**src/hw/rtl/crc_pkg.sv**
```systemverilog
// Shared types and constants of the crop region calculator.
`timescale 1ns / 1ps
package crc_pkg;
  localparam int unsigned DimBits  = 14;
  localparam int unsigned SkyBits  = 16;
  localparam int unsigned ProdBits = 2 * DimBits;
  localparam int unsigned TolInv   = 1000;
  localparam int unsigned QDepth   = 2;

  typedef enum logic [1:0] {
    CfgTargetW = 2'd0,
    CfgTargetH = 2'd1,
    CfgSky     = 2'd2
  } cfg_idx_e;

  typedef struct packed {
    logic [DimBits-1:0] sw;
    logic [DimBits-1:0] sh;
    logic               zero;
  } job_t;
endpackage

```
**src/hw/rtl/crop_region_calculator.sv**
```systemverilog
// Top level of the crop region calculator.
`timescale 1ns / 1ps
// Usage:
//   Input: source_width_i/source_height_i transfer when start is high and
//   busy is low. A two-entry job queue decouples the accepting front from the
//   computing back end; busy rises only while both entries are taken.
//   Configuration: cfg_valid_i/cfg_ready_o with cfg_index_i and cfg_data_i;
//   index 0 target width, 1 target height, 2 sky fraction; others ignored.
//   Write only while idle. cfg_ready_o is always high.
//   Output: one result per item, shown for a single cycle with result_valid_o;
//   the receiver cannot stall.
//   A zero dimension goes from the queue straight to the output state; otherwise
//   up to two aspect divisions run, each holding the shared restoring divider
//   for its 28 quotient bits, so the back end finishes one item before it takes
//   the next; queued items wait their turn.
//   Reset: queue empties, sequencer idles, targets go to 1, sky fraction to 0.
module crop_region_calculator (
  input  logic                        clk_i,
  input  logic                        rst_ni,
  input  logic                        start,
  output logic                        busy,
  input  logic [crc_pkg::DimBits-1:0] source_width_i,
  input  logic [crc_pkg::DimBits-1:0] source_height_i,
  input  logic                        cfg_valid_i,
  output logic                        cfg_ready_o,
  input  logic [1:0]                  cfg_index_i,
  input  logic [crc_pkg::SkyBits-1:0] cfg_data_i,
  output logic                        result_valid_o,
  output logic [crc_pkg::DimBits-1:0] region_x_o,
  output logic [crc_pkg::DimBits-1:0] region_y_o,
  output logic [crc_pkg::DimBits-1:0] region_w_o,
  output logic [crc_pkg::DimBits-1:0] region_h_o,
  output logic                        region_valid_o
);
  import crc_pkg::*;
  logic [DimBits-1:0] tw_q, th_q;
  logic [SkyBits-1:0] sky_q;
  logic pop, avail;
  job_t job;

  assign cfg_ready_o = 1'b1;
  always_ff @(posedge clk_i or negedge rst_ni) begin
    if (!rst_ni) begin
      tw_q <= DimBits'(1); th_q <= DimBits'(1); sky_q <= '0;
    end else if (cfg_valid_i) begin
      case (cfg_index_i)
        CfgTargetW: tw_q  <= cfg_data_i[DimBits-1:0];
        CfgTargetH: th_q  <= cfg_data_i[DimBits-1:0];
        CfgSky:     sky_q <= cfg_data_i;
        default: ;
      endcase
    end
  end

  crc_front u_front (.clk_i, .rst_ni, .start_i(start), .source_width_i, .source_height_i,
                     .tw_i(tw_q), .th_i(th_q), .busy_o(busy), .pop_i(pop),
                     .avail_o(avail), .job_o(job));

  crc_back u_back (.clk_i, .rst_ni, .avail_i(avail), .job_i(job), .pop_o(pop),
                   .tw_i(tw_q), .th_i(th_q), .sky_i(sky_q), .valid_o(result_valid_o),
                   .region_x_o, .region_y_o, .region_w_o, .region_h_o, .region_valid_o);
endmodule

```
**src/hw/rtl/crc_divider.sv**
```systemverilog
// Restoring divider with half-to-even rounding, one quotient bit per cycle.
`timescale 1ns / 1ps
module crc_divider (
  input  logic                          clk_i,
  input  logic                          rst_ni,
  input  logic                          start_i,
  input  logic [crc_pkg::ProdBits-1:0]  num_i,
  input  logic [crc_pkg::DimBits-1:0]   den_i,
  output logic                          done_o,
  output logic [crc_pkg::ProdBits-1:0]  quo_o
);
  import crc_pkg::*;
  localparam int unsigned CntBits = $clog2(ProdBits + 1);
  logic [ProdBits-1:0] num_q, num_d, quo_q, quo_d;
  logic [DimBits:0]    rem_q, rem_d, trial;
  logic [DimBits-1:0]  den_q;
  logic [CntBits-1:0]  cnt_q, cnt_d;
  logic                busy_q, busy_d, done_q, done_d;
  logic [DimBits+1:0]  r2;
  logic                up;

  always_comb begin
    num_d = num_q; quo_d = quo_q; rem_d = rem_q; cnt_d = cnt_q;
    busy_d = busy_q; done_d = 1'b0;
    trial = {rem_q[DimBits-1:0], num_q[ProdBits-1]};
    if (start_i) begin
      num_d = num_i; quo_d = '0; rem_d = '0; busy_d = 1'b1;
      cnt_d = CntBits'(ProdBits);
    end else if (busy_q) begin
      num_d = {num_q[ProdBits-2:0], 1'b0};
      if (trial >= {1'b0, den_q}) begin
        rem_d = trial - {1'b0, den_q};
        quo_d = {quo_q[ProdBits-2:0], 1'b1};
      end else begin
        rem_d = trial;
        quo_d = {quo_q[ProdBits-2:0], 1'b0};
      end
      cnt_d = cnt_q - 1'b1;
      if (cnt_q == CntBits'(1)) begin
        busy_d = 1'b0; done_d = 1'b1;
      end
    end
  end

  always_ff @(posedge clk_i or negedge rst_ni) begin
    if (!rst_ni) begin
      busy_q <= 1'b0; done_q <= 1'b0; cnt_q <= '0;
    end else begin
      busy_q <= busy_d; done_q <= done_d; cnt_q <= cnt_d;
    end
  end

  always_ff @(posedge clk_i) begin
    num_q <= num_d; quo_q <= quo_d; rem_q <= rem_d;
    if (start_i) den_q <= den_i;
  end

  assign r2    = {rem_q, 1'b0};
  assign up    = (r2 > {1'b0, den_q, 1'b0} >> 1) || (r2 == {2'b0, den_q} && quo_q[0]);
  assign done_o = done_q;
  assign quo_o  = quo_q + ProdBits'(up);
endmodule

```
**src/hw/rtl/crc_front.sv**
```systemverilog
// Front end: accepts sizes, flags zero dimensions, queues jobs.
`timescale 1ns / 1ps
module crc_front (
  input  logic                      clk_i,
  input  logic                      rst_ni,
  input  logic                      start_i,
  input  logic [crc_pkg::DimBits-1:0] source_width_i,
  input  logic [crc_pkg::DimBits-1:0] source_height_i,
  input  logic [crc_pkg::DimBits-1:0] tw_i,
  input  logic [crc_pkg::DimBits-1:0] th_i,
  output logic                      busy_o,
  input  logic                      pop_i,
  output logic                      avail_o,
  output crc_pkg::job_t             job_o
);
  import crc_pkg::*;
  job_t       mem_q [QDepth];
  logic       wp_q, rp_q;
  logic [1:0] cnt_q;
  logic       push;
  job_t       jin;

  assign busy_o  = (cnt_q == 2'(QDepth));
  assign push    = start_i && !busy_o;
  assign avail_o = (cnt_q != 2'd0);
  assign job_o   = mem_q[rp_q];
  assign jin.sw  = source_width_i;
  assign jin.sh  = source_height_i;
  assign jin.zero = (source_width_i == '0) || (source_height_i == '0) ||
                    (tw_i == '0) || (th_i == '0);

  always_ff @(posedge clk_i) begin
    if (push) mem_q[wp_q] <= jin;
  end

  always_ff @(posedge clk_i or negedge rst_ni) begin
    if (!rst_ni) begin
      wp_q <= 1'b0; rp_q <= 1'b0; cnt_q <= '0;
    end else begin
      if (push) wp_q <= ~wp_q;
      if (pop_i) rp_q <= ~rp_q;
      cnt_q <= cnt_q + 2'(push) - 2'(pop_i);
    end
  end
endmodule

```
**src/hw/rtl/crc_back.sv**
```systemverilog
// Back end: sequencer for crop, sky removal and aspect restore.
`timescale 1ns / 1ps
module crc_back (
  input  logic                        clk_i,
  input  logic                        rst_ni,
  input  logic                        avail_i,
  input  crc_pkg::job_t               job_i,
  output logic                        pop_o,
  input  logic [crc_pkg::DimBits-1:0] tw_i,
  input  logic [crc_pkg::DimBits-1:0] th_i,
  input  logic [crc_pkg::SkyBits-1:0] sky_i,
  output logic                        valid_o,
  output logic [crc_pkg::DimBits-1:0] region_x_o,
  output logic [crc_pkg::DimBits-1:0] region_y_o,
  output logic [crc_pkg::DimBits-1:0] region_w_o,
  output logic [crc_pkg::DimBits-1:0] region_h_o,
  output logic                        region_valid_o
);
  import crc_pkg::*;
  typedef enum logic [9:0] {
    StIdle = 10'b0000000001, StMulA = 10'b0000000010, StCmp1 = 10'b0000000100,
    StDiv1 = 10'b0000001000, StSky  = 10'b0000010000, StTop  = 10'b0000100000,
    StMulB = 10'b0001000000, StDiv2 = 10'b0010000000, StWait = 10'b0100000000,
    StOut  = 10'b1000000000
  } state_e;
  localparam int unsigned SkyProd = DimBits + SkyBits;
  localparam int unsigned TolBits = ProdBits + 10;

  state_e state_q, state_d;
  logic [DimBits-1:0]  x_q, y_q, w_q, h_q, x_d, y_d, w_d, h_d;
  logic                zero_q, zero_d, wide_q, wide_d;
  logic [ProdBits-1:0] a_q, b_q, hth_q, a_d, b_d, hth_d;
  logic [SkyProd-1:0]  sp_q, sp_d;
  logic                phase2_q, phase2_d;
  logic [ProdBits-1:0] diff;
  logic [TolBits-1:0]  difft;
  logic                dstart, ddone;
  logic [ProdBits-1:0] dnum, dquo;
  logic [DimBits-1:0]  dden, nv;
  logic [SkyBits-1:0]  frac;
  logic [DimBits:0]    topr;
  logic [DimBits-1:0]  top;
  logic                sky_up;

  crc_divider u_div (.clk_i, .rst_ni, .start_i(dstart), .num_i(dnum), .den_i(dden),
                     .done_o(ddone), .quo_o(dquo));

  assign diff  = (a_q > b_q) ? a_q - b_q : b_q - a_q;
  // diff * 1000 as 1024 - 16 - 8
  assign difft = (TolBits'(diff) << 10) - (TolBits'(diff) << 4) - (TolBits'(diff) << 3);
  assign nv    = (dquo == '0) ? DimBits'(1) : dquo[DimBits-1:0];
  assign frac  = sp_q[SkyBits-1:0];
  assign sky_up = (frac > {1'b1, {(SkyBits-1){1'b0}}}) ||
                  (frac == {1'b1, {(SkyBits-1){1'b0}}} && sp_q[SkyBits]);
  assign topr  = {1'b0, sp_q[SkyProd-1:SkyBits]} + (DimBits+1)'(sky_up);
  assign top   = (topr > {1'b0, h_q - 1'b1}) ? h_q - 1'b1 : topr[DimBits-1:0];

  always_comb begin
    state_d = state_q; x_d = x_q; y_d = y_q; w_d = w_q; h_d = h_q;
    zero_d = zero_q; wide_d = wide_q; a_d = a_q; b_d = b_q; hth_d = hth_q;
    sp_d = sp_q; phase2_d = phase2_q;
    pop_o = 1'b0; dstart = 1'b0;
    dnum = wide_q ? h_q * tw_i : w_q * th_i;
    dden = wide_q ? th_i : tw_i;
    case (state_q)
      StIdle: if (avail_i) begin
        pop_o = 1'b1;
        x_d = '0; y_d = '0; w_d = job_i.sw; h_d = job_i.sh; zero_d = job_i.zero;
        phase2_d = 1'b0;
        state_d = job_i.zero ? StOut : StMulA;
      end
      StMulA: begin
        a_d = w_q * th_i; b_d = tw_i * h_q; hth_d = h_q * th_i;
        state_d = phase2_q ? StMulB : StCmp1;
      end
      StCmp1: begin
        wide_d = a_q > b_q;
        state_d = (difft >= TolBits'(hth_q)) ? StDiv1 : StSky;
      end
      StDiv1: begin
        dstart = 1'b1; state_d = StWait;
      end
      StWait: if (ddone) begin
        if (wide_q) begin
          x_d = x_q + ((w_q - nv) >> 1); w_d = nv;
        end else if (!phase2_q) begin
          y_d = y_q + ((h_q - nv) >> 1); h_d = nv;
        end else begin
          y_d = y_q + (h_q - nv); h_d = nv;
        end
        state_d = phase2_q ? StOut : StSky;
      end
      StSky: begin
        sp_d = h_q * sky_i; state_d = StTop;
      end
      StTop: begin
        y_d = y_q + top; h_d = h_q - top; phase2_d = 1'b1; state_d = StMulA;
      end
      StMulB: begin
        wide_d = a_q > b_q;
        state_d = (a_q != b_q) ? StDiv2 : StOut;
      end
      StDiv2: begin
        dstart = 1'b1; state_d = StWait;
      end
      StOut: state_d = StIdle;
      default: state_d = StIdle;
    endcase
  end

  always_ff @(posedge clk_i or negedge rst_ni) begin
    if (!rst_ni) state_q <= StIdle;
    else state_q <= state_d;
  end

  always_ff @(posedge clk_i) begin
    x_q <= x_d; y_q <= y_d; w_q <= w_d; h_q <= h_d; zero_q <= zero_d;
    wide_q <= wide_d; a_q <= a_d; b_q <= b_d; hth_q <= hth_d; sp_q <= sp_d;
    phase2_q <= phase2_d;
  end

  assign valid_o        = (state_q == StOut);
  assign region_valid_o = !zero_q;
  assign region_x_o     = zero_q ? '0 : x_q;
  assign region_y_o     = zero_q ? '0 : y_q;
  assign region_w_o     = zero_q ? '0 : w_q;
  assign region_h_o     = zero_q ? '0 : h_q;
endmodule

```
**config.mk**
```make
export PLATFORM = sky130hd
export DESIGN_NAME = crop_region_calculator
export DESIGN_NICKNAME = d
export VERILOG_FILES = /design/src/hw/rtl/crc_pkg.sv /design/src/hw/rtl/crop_region_calculator.sv /design/src/hw/rtl/crc_divider.sv /design/src/hw/rtl/crc_front.sv /design/src/hw/rtl/crc_back.sv
export SDC_FILE = /design/constraint.sdc
export NUM_CORES = 2
export LEC_CHECK = 0
export BUFFER_PORTS_ARGS = -buffer_cell sky130_fd_sc_hd__clkbuf_2
export CORE_MARGIN = 4
export CORE_UTILIZATION = 60
export CTS_CLUSTER_DIAMETER = 100
export DETAILED_ROUTE_END_ITERATION = 10
export PLACE_DENSITY_LB_ADDON = 0.08
export SLEW_MARGIN = 20
export SYNTH_ARGS = -nofsm -noshare
export SYNTH_HDL_FRONTEND = slang
export SYNTH_HIERARCHICAL = 1
export SYNTH_SLANG_ARGS = --single-unit
```
**constraint.sdc**
```tcl
create_clock -name clk_i -period 31.4 [get_ports clk_i]
set_clock_uncertainty 0.05 [all_clocks]
set_input_delay 1.57 -clock clk_i [delete_from_list [all_inputs] [get_ports clk_i]]
set_output_delay 1.57 -clock clk_i [all_outputs]
set_load 0.1 [all_outputs]
```
**Word level (Yosys, flattened, before mapping)**

Memory sizes are Yosys's and may differ from the RTL's.
Cells that the tools add are included.
Widths: inputs -> output; s select.

- Register bits after elaboration: 323
- Bits in writable memories: 58
- Output and inout bits: 60
- Logic and storage cells: 160
- Memories: 1

- Add/sub/neg operators: 18
- $mul: 4
- Order comparisons: 6
- Equal/unequal tests: 21
- Mux-type cells: 52
- Bitwise logic cells: 2
- Reduce and logical (&&, ||, !) cells: 31

Memory list:

| memory | depth | bits a word | read ports | clocked after Yosys merged registers in | write ports | RTL line | RTL |
|---|---|---|---|---|---|---|---|
| u_front.mem_q | 2 | 29 | 1 | 0 | 1 | crc_front.sv:17 | `job_t mem_q [QDepth];` |

Operators by type and width:

| kind | number |
|---|---|
| $mux 14 | 19 |
| $mux 28 | 4 |
| $mul 14x14->28 | 3 |
| $pmux 14 s3 | 2 |
| $pmux 10 s8 | 1 |
| $logic_not 14->1 | 4 |
| $pmux 14 s2 | 2 |
| $sub 28x28->28 | 2 |
| $mux 10 | 5 |
| $sub 14x14->14 | 3 |
| $ge 38x28->1 | 1 |
| $sub 38x31->38 | 1 |
| $sub 38x32->38 | 1 |
| $mul 14x16->30 | 1 |
| $add 14x13->14 | 2 |
| $add 14x14->14 | 2 |
| $add 28x1->28 | 1 |
| $gt 28x28->1 | 1 |
| $logic_not 28->1 | 1 |
| $ne 28x28->1 | 1 |
| $eq 16x14->1 | 1 |
| $eq 16x16->1 const B | 1 |
| $gt 16x14->1 | 1 |
| $gt 16x16->1 const B | 1 |
| 38 further kinds | 73 |

**Depth between registers and ports, before layout**

- Depth after elaboration: 12
- Mapped depth: 41
- Mapped depth without buffers: 41

**Modules after synthesis**

Netlist, hierarchy kept.

By module, submodules not included:

| module | times used | cells an instance | area an instance (um^2) |
|---|---|---|---|
| crc_back | 1 | 4873 | 43384.1 |
| crc_divider | 1 | 488 | 5052.3 |
| crc_front | 1 | 128 | 2526.2 |
| crop_region_calculator | 1 | 96 | 1676.6 |

**Worst setup path after synthesis**

OpenSTA, ideal clock, no wires.

- Kind: reg-to-reg
- From: register u_back.state_q[3]
- To: register u_back.a_q[0], enable pin
- Setup time: 0.740 ns
- Data arrival time: 9.333 ns
- Setup slack: 21.276 ns
- Stages on the path, launching flop included: 4
- Cells stage by stage: dfrtp_1 > or3_1 > or4_1 > nor4_1

- Longest elaborated chain between the ends: 1

Ends and longest elaborated chain:

| element | RTL line | RTL |
|---|---|---|
| from (decl) | crc_back.sv:29 | `state_e state_q, state_d;` |
| from (signal assigned) | crc_back.sv:112 | `if (!rst_ni) state_q <= StIdle;` |
| from (signal assigned) | crc_back.sv:113 | `else state_q <= state_d;` |
| $eq 10x2->1 | crc_back.sv:65 | `case (state_q)` |
| to (signal assigned) | crc_back.sv:118 | `wide_q <= wide_d; a_q <= a_d; b_q <= b_d; hth_q <= hth_d; sp_q <= sp_d;` |
| to (decl) | crc_back.sv:32 | `logic [ProdBits-1:0] a_q, b_q, hth_q, a_d, b_d, hth_d;` |

Every way passes these cells.
A chain may end at the register's enable or synchronous reset.

**Worst setup path in the final report**

- From: register u_back.a_q[0]
- To: register u_back.state_q[4]

- Longest elaborated chain between the ends: 7
- Elaborated cells on any way between the ends: 9
- Those cells by class: add/sub: 4; order compare: 2; mux: 3

Ends and longest elaborated chain:

| element | RTL line | RTL |
|---|---|---|
| $sub 28x28->28 / $gt 28x28->1 (equally long branches) | crc_back.sv:48 | `assign diff = (a_q > b_q) ? a_q - b_q : b_q - a_q;` |
| $mux 28 (*) | crc_back.sv:48 |  |
| $sub 38x32->38 | crc_back.sv:50 | `assign difft = (TolBits'(diff) << 10) - (TolBits'(diff) << 4) - (TolBits'(diff) << 3);` |
| $sub 38x31->38 (*) | crc_back.sv:50 |  |
| $ge 38x28->1 (*) | crc_back.sv:78 | `state_d = (difft >= TolBits'(hth_q)) ? StDiv1 : StSky;` |
| $mux 5 (*) | crc_back.sv:78 |  |
| $pmux 10 s8 (*) | crc_back.sv:65 |  |

Mark *: on every way between the ends. The rest lies on a longest branch, timed or not.

==> reports/qor.log <==
[cells_and_area] cell area after layout 55700 um2
[timing] Fin. Hold Viols 0
[timing] number of slew-limit violations in the final report 0
[min_path] Hold Crit Depth 2
[drt] total wirelength of the detailed-routed design 132000 um
[placed_design] HPWL after detailed placement 99400 um
[min_path] Hold Path Origin u_back/u_div/rem_q[14]$_SDFFE_PP0P_
[drt] initial DRC count 2596
[floorplanning] I/O pin total 110
[grt] vias in the first global route 39800
[worst_setup_path] r2r startpoint u_back/a_q[0]$_DFFE_PN_
[placed_design] dpl ws 22430 ps
[drt] drt wl/cell 19.6 um
[floorplanning] effective utilization at floorplan 0.606
[timing] peak clock frequency supported by timing 111 MHz
[worst_setup_path] count of cells along the worst register-to-register path 32
[timing] setup violators final 0
[grt] GRT Total Usage 0.288
[placed_design] port buffer count 108
[cells_and_area] end-of-flow core utilization 0.641
[placed_design] Post-DP Area 54000 um2
[clock_tree] # hold bufs at CTS 0
[clock_tree] buffers inserted during post-CTS setup optimization 0
[grt] number of antenna violations at the first check in global routing 4
[grt] pin count of the biggest net entering global routing 77
[timing] unrepaired setup endpoints after global routing false
[drt] Routed Antenna Nets 0
[floorplanning] # rows 108
[worst_setup_path] Reg2Reg Setup Slack 22400 ps
[timing] minimum period implied by the final worst setup slack 9000 ps
[logic_synthesis] most common library cells after synthesis 848 x sky130_fd_sc_hd__inv_1, 633 x sky130_fd_sc_hd__nand2_1, 614 x sky130_fd_sc_hd__fa_1
[clock_tree] CTS tree yes
[cells_and_area] area growth from synthesis to layout 5.87%
[logic_synthesis] yosys synthesis warning count 6
[floorplanning] die outline area 92500 um2
[worst_setup_path] worst path arrival time 9480 ps
[logic_synthesis] top_reg_cell synth sky130_fd_sc_hd__edfxtp_1
[logic_synthesis] post-synthesis net count 6842
[clock_tree] number of CTS-inserted buffers 46
[cells_and_area] final-stage net count 6811
[cells_and_area] area taken by flip-flops and latches 10700 um2
[logic_synthesis] post-synthesis cell type with the largest combined area sky130_fd_sc_hd__fa_1
[logic_synthesis] post-synthesis area per instance 9.43 um2
[placed_design] weighted congestion reported at the end of routability-driven placement 0.901
[cells_and_area] proportion of layout cells with a drive suffix above 1 0.0826
[clock_tree] root buffer cell sky130_fd_sc_hd__clkbuf_16
[logic_synthesis] share of flip-flops with an asynchronous set or reset 0.171
[grt] wire length of the first global-routing pass 215000 um
[min_path] endpoint with the worst hold slack u_back/u_div/rem_q[14]$_SDFFE_PP0P_
[cells_and_area] multi-input logic area 37800 um2
[drt] DR DRC count 0
[worst_setup_path] startpoint type of the worst setup path register
[cells_and_area] Filler cells 7294
[logic_synthesis] count of state elements after synthesis 381
[worst_setup_path] worst setup path category register to register
[clock_tree] CTS Sinks 381
[logic_synthesis] number of enable-type register cells in the synthesized netlist 273
[logic_synthesis] top-count cell post-synth sky130_fd_sc_hd__inv_1
[logic_synthesis] count of distinct cell types in the synthesized netlist 109
[logic_synthesis] Mapped Area 52600 um2
[logic_synthesis] Synth top area share 0.234
[timing] part of the cycle the worst path needs 0.287
[drt] vias 38700
[timing] worst relative slew slack 0.328
[clock_tree] H-tree Lvls 2
[clock_tree] clock latency reported for the late side of the worst-skew pair 640 ps
[worst_setup_path] category of the worst setup path capture point register
[flow_run] total of max-cap violations 0
[timing] transition time of the tightest slew-check pin 1010 ps
[clock_tree] post-CTS clock slew at the launch and capture registers of the worst setup and hold paths 60 ps
[logic_synthesis] number of standard cells after synthesis 5585
[floorplanning] floorplan core area 86900 um2
[drt] via count normalized by instance count 5.74
[clock_tree] Longest Clk Path Bufs 3
[worst_setup_path] Reg-to-Reg End u_back/state_q[4]$_DFFE_PN0P_
[worst_setup_path] Critical-path top delay cell sky130_fd_sc_hd__o21ai_4
[worst_setup_path] Critical Path RT 31870 ps
[logic_synthesis] cell types with the largest area share after synthesis sky130_fd_sc_hd__fa_1 23%, sky130_fd_sc_hd__edfxtp_1 16%, sky130_fd_sc_hd__ha_1 14%
[floorplanning] chip height 304 um
[grt] global-route congestion overflow total 0
[worst_setup_path] Worst Path Max Fanout 28
[worst_setup_path] slowest stage delay, CP 720 ps
[min_path] min-delay worst type register to register
[drt] DR pass1 iterations 5
[outcome] result of the run finished clean
[logic_synthesis] sequential-to-total area share from yosys stat 0.203
[timing] setup TNS 0 ps
[floorplanning] die boundary width 304 um
[clock_tree] Resized cells post-CTS 0
[timing] least setup slack across all paths after layout 22400 ps
==> placed cells by master, fill, tap and decap left out, types with 157 or more instances in the layout <==
cell type	netlist	final
sky130_fd_sc_hd__a21oi_1	229	228
sky130_fd_sc_hd__and2_1	364	364
sky130_fd_sc_hd__edfxtp_1	273	273
sky130_fd_sc_hd__fa_1	614	614
sky130_fd_sc_hd__ha_1	593	593
sky130_fd_sc_hd__inv_1	848	848
sky130_fd_sc_hd__nand2_1	633	633
sky130_fd_sc_hd__nor2_1	238	236
sky130_fd_sc_hd__o21ai_0	157	157
sky130_fd_sc_hd__xnor2_1	204	204
==> through the flow <==
| step | instances | hold slack, ps |
|---|---|---|
| after global placement | 6661 | 426 |
| final | 6749 | 435 |
| after global routing | 6747 | 466 |
| after CTS | 6747 | 439 |
| after floorplan | 5585 | 410 |
| after detailed placement | 6661 | 430 |
==> routing by layer <==
metal,global-route usage,wire [um],vias to the layer above,part of all wire
li1,-,-,18200,-
met1,0.387,57200,19200,0.43
met2,0.487,62900,1189,0.47
met3,0.0371,7430,240,0.056
met4,0.0967,4870,2,0.037
met5,0,13,-,0.000098
==> registers in the layout, indices dropped and copies added (netlist names), 2 cells and up <==
signal	flops
u_back/y_q	14
u_back/a_q	28
u_front/mem_q	58
u_back/hth_q	28
u_back/b_q	28
u_back/state_q	10
u_back/u_div/rem_q	15
u_back/x_q	14
u_back/sp_q	30
tw_q	14
u_back/w_q	14
sky_q	16
u_back/u_div/num_q	28
u_back/u_div/cnt_q	5
th_q	14
u_back/h_q	14
u_back/u_div/quo_q	28
u_back/u_div/den_q	14
u_front/cnt_q	2
==> worst max-delay path: cells and delay by family, from the launching register on <==
family | cells | cell delay, ps
and+or+nand+nor | 5 | 1520
xor gates and xnor gates | 2 | 600
muxes | 1 | 240
buffers and inverters | 3 | 550
AOI/OAI and AO/OA | 16 | 3790
adders and majority gates | 5 | 1760
DFF | 1 | 390
==> worst max-delay path by stage <==
stage | start | endpoint | slack, ps
floorplan | u_back/state_q[3]$_DFFE_PN0P_ | u_back/a_q[0]$_DFFE_PN_ | 21280
CTS | u_back/a_q[0]$_DFFE_PN_ | u_back/state_q[4]$_DFFE_PN0P_ | 22420
global route | u_back/a_q[0]$_DFFE_PN_ | u_back/state_q[4]$_DFFE_PN0P_ | 21750
finish | u_back/a_q[0]$_DFFE_PN_ | u_back/state_q[4]$_DFFE_PN0P_ | 22400
global placement | u_back/a_q[0]$_DFFE_PN_ | u_back/state_q[3]$_DFFE_PN0P_ | 22600
detailed placement | u_back/a_q[0]$_DFFE_PN_ | u_back/state_q[4]$_DFFE_PN0P_ | 22430
==> logic make-up (layout without fill, tap and decap cells) <==
logic type | Yosys count | in the layout | share of synthesized area
compound gates | 751 | 751 | 0.0923
flops | 381 | 381 | 0.203
other cells | 1 | 3 | 0.0000712
mux | 202 | 202 | 0.0444
xor+xnor | 297 | 297 | 0.0499
simple gates | 1657 | 1657 | 0.156
buf+inv | 1089 | 1096 | 0.0801
fa+ha+maj | 1207 | 1207 | 0.374
==> area by class of cell <==
type,instances,area share
Timing Repair Buffer,161,0.0169
Clock buffer,57,0.0235
Tap cell,1155,0.0259
Sequential cell,381,0.192
Antenna cell,2,0.0000898
Multi-Input combinational cell,4115,0.678
Inverter,849,0.0572
Clock inverter,29,0.00694
Power is not shown: default switching activity piles up to over one toggle a cycle in this logic, so the estimate is an artifact.
